## src/rtl/cross_stencil_tile_average_macros.svh

```systemverilog
// Assertion helpers used by the top-level RTL module.
`ifndef CROSS_STENCIL_TILE_AVERAGE_MACROS_SVH
`define CROSS_STENCIL_TILE_AVERAGE_MACROS_SVH

// same-cycle implication
`define CSTA_ASSERT_IMPL(label, clk, rst_n, ante, cons, msg) \
    label: assert property (@(posedge clk) disable iff (!rst_n) (ante) |-> (cons)) \
        else $error(msg);

// next-cycle implication
`define CSTA_ASSERT_NEXT(label, clk, rst_n, ante, cons, msg) \
    label: assert property (@(posedge clk) disable iff (!rst_n) (ante) |=> (cons)) \
        else $error(msg);

`endif

```

## src/rtl/csta_pkg.sv

```systemverilog
package csta_pkg;

    localparam int POS_W     = 6;
    localparam int DIM_W     = 7;
    localparam int DATA_W    = 41;
    localparam int CNT_W     = 4;
    localparam int SUM_W     = 45;
    localparam int DIG_W     = 4;
    localparam int DIV_STEPS = 12;
    localparam int STEP_W    = 4;
    localparam int REM_W     = 2 * DIG_W;
    localparam int CW        = 9;
    localparam int IDX_W     = 3;
    localparam int CFG_W     = 7;

    typedef enum logic [1:0] {
        CMD_WR_TILE = 2'd0,
        CMD_WR_HALO = 2'd1,
        CMD_COMPUTE = 2'd2,
        CMD_COMMIT  = 2'd3
    } t_cmd;

    localparam logic [1:0] SIDE_TOP    = 2'd0;
    localparam logic [1:0] SIDE_BOTTOM = 2'd1;
    localparam logic [1:0] SIDE_LEFT   = 2'd2;
    localparam logic [1:0] SIDE_RIGHT  = 2'd3;

    localparam logic [IDX_W-1:0] REG_RADIUS     = 3'd0;
    localparam logic [IDX_W-1:0] REG_TILE_DIM   = 3'd1;
    localparam logic [IDX_W-1:0] REG_HAS_TOP    = 3'd2;
    localparam logic [IDX_W-1:0] REG_HAS_BOTTOM = 3'd3;
    localparam logic [IDX_W-1:0] REG_HAS_LEFT   = 3'd4;
    localparam logic [IDX_W-1:0] REG_HAS_RIGHT  = 3'd5;

    typedef struct packed {
        logic             start;
        logic [CNT_W-1:0] divisor;
    } t_div_req;

    typedef struct packed {
        logic             done;
        logic [SUM_W-1:0] quotient;
    } t_div_rsp;

endpackage

```

## src/rtl/csta_div.sv

```systemverilog
module csta_div
    import csta_pkg::*;
(
    input  logic             i_clk,
    input  logic             i_rst_n,
    input  t_div_req         i_req,
    input  logic [SUM_W-1:0] i_dividend,
    output t_div_rsp         o_rsp
);

    localparam int DVD_W = DIV_STEPS * DIG_W;

    logic              r_busy;
    logic              r_done;
    logic [STEP_W-1:0] r_steps;
    logic [DVD_W-1:0]  r_dvd;
    logic [CNT_W-1:0]  r_dvs;
    logic [CNT_W-1:0]  r_rem;
    logic [SUM_W-1:0]  r_quo;

    logic [CNT_W-1:0]  n_rem;
    logic [DIG_W-1:0]  n_digit;

    // radix-16 digit: compare partial remainder against divisor multiples
    always_comb begin
        logic [REM_W-1:0] p;
        logic [REM_W-1:0] prod;
        p       = {r_rem, r_dvd[DVD_W-1 -: DIG_W]};
        n_digit = '0;
        n_rem   = CNT_W'(p);
        for (int j = 1; j < (1 << DIG_W); j++) begin
            prod = REM_W'({{(REM_W-CNT_W){1'b0}}, r_dvs} * REM_W'(j));
            if (p >= prod) begin
                n_digit = DIG_W'(j);
                n_rem   = CNT_W'(p - prod);
            end
        end
    end

    always_ff @(posedge i_clk) begin
        if (!i_rst_n) begin
            r_busy <= 1'b0;
            r_done <= 1'b0;
        end else begin
            r_done <= r_busy && (r_steps == STEP_W'(1));
            if (i_req.start) begin
                r_busy <= 1'b1;
            end else if (r_busy && (r_steps == STEP_W'(1))) begin
                r_busy <= 1'b0;
            end
        end
        if (i_req.start) begin
            r_dvd   <= DVD_W'(i_dividend);
            r_dvs   <= i_req.divisor;
            r_rem   <= '0;
            r_quo   <= '0;
            r_steps <= STEP_W'(DIV_STEPS);
        end else if (r_busy) begin
            r_dvd   <= {r_dvd[DVD_W-DIG_W-1:0], {DIG_W{1'b0}}};
            r_rem   <= n_rem;
            r_quo   <= {r_quo[SUM_W-DIG_W-1:0], n_digit};
            r_steps <= r_steps - STEP_W'(1);
        end
    end

    assign o_rsp.done     = r_done;
    assign o_rsp.quotient = r_quo;

endmodule

```

## config.mk

```make
export PLATFORM = sky130hd
export DESIGN_NAME = csta_div
export DESIGN_NICKNAME = d
export VERILOG_FILES = /design/src/rtl/cross_stencil_tile_average_macros.svh /design/src/rtl/csta_pkg.sv /design/src/rtl/csta_div.sv
export SDC_FILE = /design/constraint.sdc
export NUM_CORES = 1
export LEC_CHECK = 0
export BUFFER_PORTS_ARGS = -buffer_cell sky130_fd_sc_hd__clkbuf_2
export CORE_MARGIN = 2
export CORE_UTILIZATION = 50
export DETAILED_ROUTE_END_ITERATION = 8
export GPL_ROUTABILITY_DRIVEN = 1
export PLACE_DENSITY_LB_ADDON = 0.15
export SETUP_SLACK_MARGIN = 0.3
export SLEW_MARGIN = 0
export SYNTH_ARGS = -nofsm -noshare
export SYNTH_HDL_FRONTEND = slang
export SYNTH_SLANG_ARGS = --single-unit
```

## constraint.sdc

```tcl
create_clock -name i_clk -period 6 [get_ports i_clk]
set_input_delay 1.2 -clock i_clk [delete_from_list [all_inputs] [get_ports i_clk]]
set_output_delay 1.2 -clock i_clk [all_outputs]
set_load 0.005 [all_outputs]
```

# --- Word level (Yosys, flattened, before mapping) ---
# Cells that the tools add are included.
totals:
  output_inout_bits: 46
  wordCells: 88
  inputBits: 52
  register_bits: 107
classes:
  mux: 34
  mul: 11
  n_reduce_logical: 3
  n_lt_le_gt_ge: 15
  n_eq_ne: 1
  add_sub_neg: 16
ops:
  columns: ["operator", "n"]
  rows:
  - ["2-to-1 mux 4 bit", 29]
  - ["2-to-1 mux 45 bit", 2]
  - ["subtractor 4 bit", 15]
  - ["greater-or-equal comparator 8 bit", 7]
  - ["greater-or-equal comparator 8 x 7 -> 1 bit", 4]
  - ["multiplier 4 x 4 -> 8 bit (second input constant)", 4]
  - ["multiplier 4 x 3 -> 7 bit (second input constant)", 4]
  - ["multiplier 4 x 2 -> 6 bit (second input constant)", 3]
  - ["greater-or-equal comparator 8 x 6 -> 1 bit", 2]
  - ["greater-or-equal comparator 8 x 4 -> 1 bit", 1]
  - ["greater-or-equal comparator 8 x 5 -> 1 bit", 1]
  - ["equality test 4 x 1 -> 1 bit (second input constant)", 1]
  - ["nonzero test 2 bit", 2]
  - ["subtractor 4 x 1 -> 4 bit (second input constant)", 1]
  - ["2-to-1 mux 1 bit", 3]
  - ["logical AND 1 bit", 1]

# --- Depth between registers and ports, before layout ---
# Gate-level depths: netlist of the first run.
depth:
  depth_word: 16
  ltp_mapped: 19
  mapped_depth_nobuf: 19

# --- Least setup slack after synthesis of the first run ---
# OpenSTA, ideal clock, no wires.
synth_timing:
  kind: "register to register"
  start: "register r_dvs[1]"
  end: "register r_rem[0]"
  path_buffers: 0
  stages_incl_launch_ff: 19
  t_arrival_ps: 4257
  synth_period_minus_slack_ps: 4363
  setup_slack_ps: 1637
  t_required_ps: 5894
  setup_ps: 106
  path_cell_list: "edfxtp_1 -> fa_1 -> inv_1 -> fa_1 -> inv_1 -> ha_1 -> a21o_1 -> a21oi_1 -> o21bai_1 -> a21oi_1 -> xnor2_1 -> ha_1 -> or2_2 -> a211oi_1 -> o21ai_0 -> o221a_2 -> nor2_1 -> a41oi_1 -> o311ai_0"
synth_between:
  elab_chain_cells: 16
  elab_cells_between_ends: 41
  classes_between: "mul (11); order compare (15); mux (15)"
synth_lines:
  columns: ["item", "line_no", "rtl"]
  rows:
  - ["start: declaration", "csta_div.sv:17", "logic [CNT_W-1:0] r_dvs;"]
  - ["start signal: assignment", "csta_div.sv:54", "r_dvs <= i_req.divisor;"]
  - ["parallel branches: the longest is 15 deep, another holds greater-or-equal comparator 8 x 6 -> 1 bit", null, null]
  - ["2-to-1 mux 4 bit (*)", "csta_div.sv:33", "if (p >= prod) begin"]
  - ["end signal: assignment", "csta_div.sv:60", "r_rem <= n_rem;"]
  - ["end: declaration", "csta_div.sv:18", "logic [CNT_W-1:0] r_rem;"]
# Mark *: on every way between the ends.
# A chain may end at the register's enable or synchronous reset.

# --- Worst setup path after layout of the first run ---
# Same ends and word-level chain as after synthesis.

==> metrics.md, run 1 <==
| Metric | Value |
|---|---|
| Status | finished clean |
| Max frequency | 0.203 GHz |
| Final GP Congestion | 0.911 |
| Final #Nets | 1,040 |
| Number of global-route vias before repair | 6,393 |
| Worst R2R End | r_rem[0] |
| Setup-failing EPs final | 0 |
| Number of violations of the max-capacitance limit | 0 |
| Arrival time of data at the critical path endpoint | 5.16 ns |
| Critical path endpoint category | flip-flop |
| Tightest Pin Transition | 0.992 ns |
| Warning count from the yosys run | 0 |
| Combinational family with the most area after synthesis | adder cells |
| Setup slack of the most critical reg-to-reg path | 1.07 ns |
| Proportion of netlist area held by the largest area contributor | 18.7% |
| Reg2Reg Launch Point | r_dvs[1] |
| Share of power burned in registers | 29.2% |
| Cell area after technology mapping | 7880 um2 |
| Sum of buffers and inverters on the critical path | 2 |
| Placed cells | 1,069 |
| Global-route usage over all layers | 24.7% |
| Core footprint | 15,300 um2 |
| # diodes | 0 |
| Number of distinct library cells after synthesis | 77 |
| Fraction of synthesized area in multiplexers | 11.8% |
| Post-synthesis xor/xnor area fraction | 3.67% |
| Final HPWL DP | 15,400 um |
| Wire length of the first global-routing pass | 32,400 um |
| Combinational share of power | 51.5% |
| Total Die Area | 16,800 um2 |
| Number of instances in the synthesized netlist | 778 |
| Total Wirelength | 19,900 um |
| Leading cell types in the layout, fill and taps excluded | 102 x sky130_fd_sc_hd__ha_1, 96 x sky130_fd_sc_hd__clkbuf_2, 87 x sky130_fd_sc_hd__nor2_1, 57 x sky130_fd_sc_hd__dfxtp_1, 56 x sky130_fd_sc_hd__inv_1 |
| Worst rel slew slack | 33.8% |
| Synthesis-to-finish area growth | 12.5% |
| IR drop worst, VDD | 0.214 mV |
| Final hold viol count | 0 |
| Pin count of the biggest net entering global routing | 78 |
| Number of CTS-inserted buffers | 9 |
| Shortest period the worst path allows | 4.93 ns |
| Share of synthesized cell area in and, or, nand and nor gates | 11.6% |
| Timing endpoint of the critical path | r_rem[0] |
| Cell types with the largest area share after synthesis | sky130_fd_sc_hd__edfxtp_1 19%, sky130_fd_sc_hd__ha_1 16%, sky130_fd_sc_hd__dfxtp_1 15%, sky130_fd_sc_hd__mux2i_1 6.0%, sky130_fd_sc_hd__mux2_2 5.9% |
| Worst Reg-to-Reg Cells | 18 |
| Switch Pwr | 0.00128 W |
| Overflow left after global routing | 0 |
| Via count normalized by instance count | 5.76 |
| Number of design rule violations left after detail routing | 0 |
| Floorplan die width | 130 um |
| Setup tns final | 0 ns |
| Worst stage delay on the critical path | 0.68 ns |
| CTS H-tree lvls | 3 |
| Largest delay share family, worst path | compound AO/OA/AOI/OAI gates |
| Number of buffers added to fix hold violations after cts | 0 |
| Number of routed nets with antenna violations | 0 |
| Final period util | 82.2% |
| CP Cell Sequence | fa_1 > inv_1 > fa_1 > inv_1 > ha_1 > a21o_1 > a21oi_1 > o21bai_1 > a21oi_1 > xnor2_1 > ha_1 > or2_2 > a211oi_1 > o21ai_0 > o221a_2 > a311oi_1 > a41oi_1 > o311ai_0 |
| Leakage power of the design | 4.01 nW |
| Vias after detailed routing | 6,255 |
| Routed WL per cell | 18.3 um |
| Number of stages on the worst setup path | 18 |
| Synthesized net count | 949 |
| CTS tree | built |
| Share of the core filled with cells | 57.9% |
| Number of ports placed on the die boundary | 98 |
| Number of iterations in the first detailed-routing pass | 5 |
| Seq/Total Area, Yosys | 33.4% |
| Most common cell after layout, fill and taps aside | sky130_fd_sc_hd__ha_1 |
| Adder-cell share of the synthesized area | 20.5% |
| Count of flip-flops with a built-in enable after synthesis | 49 |
| Sw Share | 41.3% |
| Flops & latches, synth | 107 |
| Die extent in y | 130 um |
| Average cell area after synthesis | 10.1 um2 |
| Worst setup SP type | flip-flop |
| Post-CTS repair timing setup buffer count | 0 |
| Slowest stage cell on the critical path | sky130_fd_sc_hd__edfxtp_1 |
| Launch point of the critical path | r_dvs[1] |
| Total power consumption of the routed design | 0.00309 W |
| Setup repair after global routing missed its margin | no |
| Core Rows | 45 |
| Final setup skew | 0.0103 ns |
| Resized cells post-CTS | 0 |
| Worst Hold Slack | 0.485 ns |
| Number of sinks driven by the clock tree | 107 |
| Highest fanout seen on the critical path | 12 |
| Min-delay src | r_dvd[42] |
| Max-slew violation count | 0 |
| Hold WC Path Type | flip-flop to flip-flop |
| Buffer type at the clock tree root | sky130_fd_sc_hd__clkbuf_16 |
| Starting DRT DRC Count | 374 |
| Insertion delay of the later-clocked pin in the worst-skew pair | 0.34 ns |
| Area fraction in compound gates after synthesis | 14.8% |
| Pwr per Cell Area | 349 nW/um2 |
| Number of standard cells in the layout, taps in and fillers out | 1,085 |
| Post-synth top flop | sky130_fd_sc_hd__dfxtp_1 |
| Count of buffers from port buffering | 97 |
| Bufs on Longest Clock Path | 2 |
| Share of async-settable or async-resettable flops after synthesis | 0% |
| Share of post-route cells with drive strength above 1 | 20.8% |
| Required time at the worst-slack endpoint | 6.23 ns |
| Reg clk slew, reported paths | 0.07 ns |
| Antenna violations before repair | 0 |
| Starting density of the core | 51.5% |
| Crit path kind | flip-flop to flip-flop |
| Internal power summed over all cells | 0.00182 W |
| Portion of total power attributed to the clock network | 19.3% |
| Dominant cell type by area after synthesis | sky130_fd_sc_hd__edfxtp_1 |
-- worst min path at each step --
stage,end,cells past startpoint
final,r_dvd[46],2
after global routing,r_dvd[47],2
after CTS,r_dvd[45],2
after detailed placement,r_dvd[45],2
after global placement,r_dvd[45],2
after floorplan,r_dvd[45],2
-- power by group through the flow --
stage	logic [W]	registers (W)	clock network [W]
finish	0.00159	0.000903	0.000597
CTS	0.00157	0.000903	0.000614
global route	0.00176	0.000911	0.000642
detailed placement	0.00156	0.000918	0
floorplan	0.00116	0.000893	0
global placement	0.00154	0.000916	0
-- state kept, by name, summed over array words and instances, names as in the netlist --
name and cells:
r_busy 1, r_done 1, r_dvd 48, r_dvs 4, r_quo 45, r_rem 4
r_steps 4
-- kinds of logic (layout without fill, tap and decap cells) --
| logic type | Yosys count | count (layout) |
|---|---|---|
| DFF | 107 | 107 |
| AOI/OAI and AO/OA | 162 | 162 |
| xor gates and xnor gates | 33 | 33 |
| muxes | 88 | 88 |
| and+or+nand+nor | 191 | 191 |
| adders and majority gates | 119 | 119 |
| buffers and inverters | 78 | 174 |
-- cell type report --
cell class                      instances  area (um2)
Clock inverter                          6        58.8
Fill cell                            1387        6450
Sequential cell                       107        2640
Tap cell                              211         264
Clock buffer                           10         250
Timing Repair Buffer                  101         518
Multi-Input combinational cell        593        4920
Inverter                               57         214
-- cells in the mapped netlist (all sizes together), types with 5 or more instances --
cell type,n
o21ai,31
ha,102
xnor2,18
a21oi,30
o211ai,6
mux2,41
o21bai,5
and2,10
mux2i,47
nor3,13
nand3,11
o21a,9
buf,5
nand2,27
a311oi,5
a31oi,7
dfxtp,58
a211oi,14
inv,57
nor2,87
clkbuf,16
fa,17
xor2,15
or2,5
nand2b,8
a21o,10
edfxtp,49
-- worst reg2reg max path, cell delays in order (launching register included) --
cell and delay, ns:
sky130_fd_sc_hd__edfxtp_1 0.68, sky130_fd_sc_hd__fa_1 0.65, sky130_fd_sc_hd__inv_1 0.06, sky130_fd_sc_hd__fa_1 0.52, sky130_fd_sc_hd__inv_1 0.05, sky130_fd_sc_hd__ha_1 0.26, sky130_fd_sc_hd__a21o_1 0.15, sky130_fd_sc_hd__a21oi_1 0.21
sky130_fd_sc_hd__o21bai_1 0.09, sky130_fd_sc_hd__a21oi_1 0.18, sky130_fd_sc_hd__xnor2_1 0.11, sky130_fd_sc_hd__ha_1 0.22, sky130_fd_sc_hd__or2_2 0.31, sky130_fd_sc_hd__a211oi_1 0.24, sky130_fd_sc_hd__o21ai_0 0.16, sky130_fd_sc_hd__o221a_2 0.20
sky130_fd_sc_hd__a311oi_1 0.27, sky130_fd_sc_hd__a41oi_1 0.13, sky130_fd_sc_hd__o311ai_0 0.34
-- metal layers --
layer	GRT usage [%]	routed length, um	vias to the layer above
met5	0	0	-
met2	41.4	9690	185
met3	4.95	1160	59
met1	31.1	8310	2973
met4	10.6	756	0
li1	-	-	3038
-- per-stage QoR --
step                instance area, um2  worst slack [ns]
floorplan                         7880              1.64
global placement                  8560              1.27
detailed placement                8560              1.12
CTS                               8870              1.10
global route                      8870             0.657
finish                            8870              1.07
Note: power is estimated with default switching activity, not from simulation.
==> run 2: changes to the inputs <==
ABC_AREA = 1   (was default)
clock period = 4.9 ns   (was 6 ns; I/O delays follow)
==> run 2 against run 1 <==
  * Setup slack worse by 0.42 ns
  * Wire length down 3.3%
  * Sequential power up 21%
  * Synthesized cell count up 22%
  * Largest power group unchanged
  * Critical path depth unchanged
  * First-iteration DRC count down 16%
  * Combinational power up 45%
  * Via count up 4.3%
==> metrics.md, run 2 <==
| Metric | Value |
|---|---|
| Status | finished clean (unchanged) |
| Warning count from the yosys run | 0 (unchanged) |
| Setup slack of the most critical reg-to-reg path | 0.65 ns (was 1.07 ns) |
| Worst R2R End | r_quo[2] (was r_rem[0]) |
| Number of CTS-inserted buffers | 9 (unchanged) |
| Reg2Reg Launch Point | r_dvs[0] (was r_dvs[1]) |
| Hold EP | r_dvd[46] (unchanged) |
| Share of post-route cells with drive strength above 1 | 15.4% (was 20.8%) |
| Most frequently used cell type in the post-synthesis netlist | sky130_fd_sc_hd__nand2_1 (was sky130_fd_sc_hd__ha_1) |
| Die extent in y | 128 um (was 130 um) |
| Core footprint | 15,100 um2 (was 15,300 um2) |
| Number of design rule violations left after detail routing | 0 (unchanged) |
| Required time at the worst-slack endpoint | 5.11 ns (was 6.23 ns) |
| Fill cell instance count of the final layout | 1,481 (was 1,387) |
| Worst rel slew slack | 40.1% (was 33.8%) |
| Hold path cells | 2 (unchanged) |
| Insertion delay of the later-clocked pin in the worst-skew pair | 0.35 ns (was 0.34 ns) |
| Critical path endpoint category | flip-flop (unchanged) |
| Worst Reg-to-Reg Cells | 18 (unchanged) |
| CP Cell Sequence | fa_1 > inv_1 > fa_1 > inv_1 > ha_1 > nand3_1 > nand3_1 > nand2_1 > nand2_1 > a21oi_1 > xor2_1 > ha_1 > nand2_1 > nor2_1 > a211oi_1 > nand3_1 > nor4_1 > a221oi_1 (was fa_1 > inv_1 > fa_1 > inv_1 > ha_1 > a21o_1 > a21oi_1 > o21bai_1 > a21oi_1 > xnor2_1 > ha_1 > or2_2 > a211oi_1 > o21ai_0 > o221a_2 > a311oi_1 > a41oi_1 > o311ai_0) |
| Combinational share of power | 55.8% (was 51.5%) |
| Wire length of the first global-routing pass | 31,200 um (was 32,400 um) |
| Number of sinks driven by the clock tree | 107 (unchanged) |
| Antenna violations before repair | 0 (unchanged) |
| Buffer type at the clock tree root | sky130_fd_sc_hd__clkbuf_16 (unchanged) |
| Synthesis-to-finish area growth | 13.5% (was 12.5%) |
| Leakage power of the design | 4.42 nW (was 4.01 nW) |
| Setup repair after global routing missed its margin | no (unchanged) |
| Leading cell types in the layout, fill and taps excluded | 277 x sky130_fd_sc_hd__nand2_1, 131 x sky130_fd_sc_hd__inv_1, 102 x sky130_fd_sc_hd__ha_1, 97 x sky130_fd_sc_hd__clkbuf_2, 70 x sky130_fd_sc_hd__a21oi_1 (was 102 x sky130_fd_sc_hd__ha_1, 96 x sky130_fd_sc_hd__clkbuf_2, 87 x sky130_fd_sc_hd__nor2_1, 57 x sky130_fd_sc_hd__dfxtp_1, 56 x sky130_fd_sc_hd__inv_1) |
| Count of buffers from port buffering | 97 (unchanged) |
| Proportion of netlist area held by the largest area contributor | 19.2% (was 18.7%) |
| Number of iterations in the first detailed-routing pass | 5 (unchanged) |
| Final setup skew | 0.00820 ns (was 0.0103 ns) |
| Slowest stage cell on the critical path | sky130_fd_sc_hd__fa_1 (was sky130_fd_sc_hd__edfxtp_1) |
| Starting density of the core | 50.8% (was 51.5%) |
| Number of violations of the max-capacitance limit | 0 (unchanged) |
| Share of async-settable or async-resettable flops after synthesis | 0% (unchanged) |
| Final HPWL DP | 14,600 um (was 15,400 um) |
| Via count normalized by instance count | 5.25 (was 5.76) |
| Vias after detailed routing | 6,526 (was 6,255) |
| Cell area after technology mapping | 7660 um2 (was 7880 um2) |
| Bufs on Longest Clock Path | 2 (unchanged) |
| Shortest period the worst path allows | 4.25 ns (was 4.93 ns) |
| Synthesized net count | 1,122 (was 949) |
| Hold WC Path Type | flip-flop to flip-flop (unchanged) |
| Number of routed nets with antenna violations | 0 (unchanged) |
| Tightest Pin Transition | 0.898 ns (was 0.992 ns) |
| Average cell area after synthesis | 8.06 um2 (was 10.1 um2) |
| Min-delay src | r_dvd[42] (unchanged) |
| Count of flip-flops with a built-in enable after synthesis | 49 (unchanged) |
| Worst stage delay on the critical path | 0.61 ns (was 0.68 ns) |
| CTS H-tree lvls | 3 (unchanged) |
| Final #Nets | 1,221 (was 1,040) |
| Floorplan die width | 128 um (was 130 um) |
| Number of ports placed on the die boundary | 98 (unchanged) |
| Starting DRT DRC Count | 313 (was 374) |
| Most flops, register | r_dvd (unchanged) |
| Final period util | 86.8% (was 82.2%) |
| Flops & latches, synth | 107 (unchanged) |
| Total Wirelength | 19,300 um (was 19,900 um) |
| Worst Hold Slack | 0.449 ns (was 0.485 ns) |
| Portion of total power attributed to the clock network | 17.8% (was 19.3%) |
| Number of instances in the synthesized netlist | 951 (was 778) |
| Number of distinct library cells after synthesis | 50 (was 77) |
| Share of power burned in registers | 26.4% (was 29.2%) |
| Max frequency | 0.235 GHz (was 0.203 GHz) |
| CTS tree | built (unchanged) |
| Crit path kind | flip-flop to flip-flop (unchanged) |
| Max-slew violation count | 0 (unchanged) |
| Resized cells post-CTS | 0 (unchanged) |
| # diodes | 0 (unchanged) |
| Pwr per Cell Area | 473 nW/um2 (was 349 nW/um2) |
| Pin count of the biggest net entering global routing | 80 (was 78) |
| Biggest regs | r_dvd (48), r_quo (45) (unchanged) |
| Worst setup SP type | flip-flop (unchanged) |
| Setup-failing EPs final | 0 (unchanged) |
| Most common cell after layout, fill and taps aside | sky130_fd_sc_hd__nand2_1 (was sky130_fd_sc_hd__ha_1) |
| Number of buffers added to fix hold violations after cts | 0 (unchanged) |
| Setup tns final | 0 ns (unchanged) |
| Reg clk slew, reported paths | 0.08 ns (was 0.07 ns) |
| Overflow left after global routing | 0 (unchanged) |
| Switch Pwr | 0.00189 W (was 0.00128 W) |
| Internal power summed over all cells | 0.00222 W (was 0.00182 W) |
| Sw Share | 46.0% (was 41.3%) |
| IR drop worst, VDD | 0.218 mV (was 0.214 mV) |
| Seq/Total Area, Yosys | 34.4% (was 33.4%) |
| Arrival time of data at the critical path endpoint | 4.46 ns (was 5.16 ns) |
| Routed WL per cell | 15.5 um (was 18.3 um) |
| Cell types with the largest area share after synthesis | sky130_fd_sc_hd__edfxtp_1 19%, sky130_fd_sc_hd__ha_1 17%, sky130_fd_sc_hd__dfxtp_1 15%, sky130_fd_sc_hd__nand2_1 14%, sky130_fd_sc_hd__inv_1 6.4% (was sky130_fd_sc_hd__edfxtp_1 19%, sky130_fd_sc_hd__ha_1 16%, sky130_fd_sc_hd__dfxtp_1 15%, sky130_fd_sc_hd__mux2i_1 6.0%, sky130_fd_sc_hd__mux2_2 5.9%) |
| Global-route usage over all layers | 24.1% (was 24.7%) |
| Number of flip-flops under the largest register name | 48 (unchanged) |
| Number of global-route vias before repair | 6,315 (was 6,393) |
| Post-CTS repair timing setup buffer count | 0 (unchanged) |
| Core Rows | 45 (unchanged) |
| Final GP Congestion | 0.951 (was 0.911) |
| Highest fanout seen on the critical path | 8 (was 12) |
| Final hold viol count | 0 (unchanged) |
| Dominant cell type by area after synthesis | sky130_fd_sc_hd__edfxtp_1 (unchanged) |
| Commonest cells in the synthesized netlist | 277 x sky130_fd_sc_hd__nand2_1, 131 x sky130_fd_sc_hd__inv_1, 102 x sky130_fd_sc_hd__ha_1, 70 x sky130_fd_sc_hd__a21oi_1, 58 x sky130_fd_sc_hd__dfxtp_1 (was 102 x sky130_fd_sc_hd__ha_1, 87 x sky130_fd_sc_hd__nor2_1, 58 x sky130_fd_sc_hd__dfxtp_1, 57 x sky130_fd_sc_hd__inv_1, 49 x sky130_fd_sc_hd__edfxtp_1) |
| Post-synth top flop | sky130_fd_sc_hd__dfxtp_1 (unchanged) |
| Total Die Area | 16,300 um2 (was 16,800 um2) |
==> run 2: cell count changes after synthesis, sizes merged, moves of 8 or more <==
| cell | delta |
|---|---|
| mux2 | -41 |
| a21oi | +42 |
| nor2 | -53 |
| a21o | -8 |
| nor3 | -11 |
| mux2i | -47 |
| a211oi | -12 |
| and2 | -10 |
| nand2 | +253 |
| nand3 | +21 |
| nand2b | -8 |
| o22ai | +33 |
| inv | +85 |
==> run 2: final cells by class <==
type | instances | area [um2] | area share [%]
clock buffer | 9 | 225 | 2.59
timing repair buffer | 110 | 583 | 6.71
sequential | 107 | 2630 | 30.3
inverter | 145 | 546 | 6.27
tap | 188 | 235 | 2.71
clock inverter | 7 | 80.1 | 0.921
multi-input combinational | 677 | 4390 | 50.5
==> run 2: metal layers <==
metal | GRT usage [%] | vias up | wire, um
li1 | - | 3341 | -
met1 | 32.1 | 2989 | 8700
met4 | 8.99 | 0 | 562
met2 | 39.9 | 168 | 8970
met3 | 3.63 | 28 | 1020
met5 | 0 | - | 0
==> run 2: metrics by stage <==
stage	util [%]	instance area, um2	std cells	worst slack (ns)	power [W]
after CTS	57.6	8690	1243	0.667	0.00411
after detailed placement	55.6	8390	1227	0.679	0.00336
after global routing	57.6	8690	1243	0.334	0.00448
after floorplan	-	7660	951	1.00	0.00279
final	57.6	8690	1243	0.649	0.00411
after global placement	55.6	8390	1227	0.779	0.00335
==> run 2: cells by family (layout without fill, tap and decap cells) <==
group,count (synthesis),in the layout,share of synthesized area (%)
AO/OA/AOI/OAI,169,169,13.3
XOR/XNOR,31,31,3.54
buffers and inverters,167,271,8.33
flip-flops,107,107,34.4
adder cells (fa/ha/maj),119,119,21.1
AND/OR/NAND/NOR,358,358,19.4
==> run 2: worst max path at each step <==
| stage | from | end | cells after the start |
|---|---|---|---|
| floorplan | r_dvs[1] | r_quo[2] | 18 |
| global placement | r_dvs[0] | r_quo[2] | 18 |
| detailed placement | r_dvs[1] | r_quo[2] | 18 |
| CTS | r_dvs[1] | r_quo[2] | 18 |
| global route | r_dvs[1] | r_quo[2] | 18 |
| finish | r_dvs[0] | r_quo[2] | 18 |
==> run 2: worst max-delay path, delay by kind of cell (launching register included) <==
kind | cells | cell delay [ns]
flip-flops | 1 | 0.53
AND/OR/NAND/NOR | 8 | 1.18
adder cells (fa/ha/maj) | 4 | 1.64
buffers and inverters | 2 | 0.11
XOR/XNOR | 1 | 0.18
AO/OA/AOI/OAI | 3 | 0.46
==> run 2: power groups by stage <==
stage / logic [W] / clock network, W / registers [W]
2_1_floorplan: 0.00168 / 0 / 0.00111
3_3_place_gp: 0.00224 / 0 / 0.00110
3_5_place_dp: 0.00226 / 0 / 0.00110
4_1_cts: 0.00228 / 0.000750 / 0.00108
5_1_grt: 0.00260 / 0.000782 / 0.00109
6_report: 0.00230 / 0.000733 / 0.00109
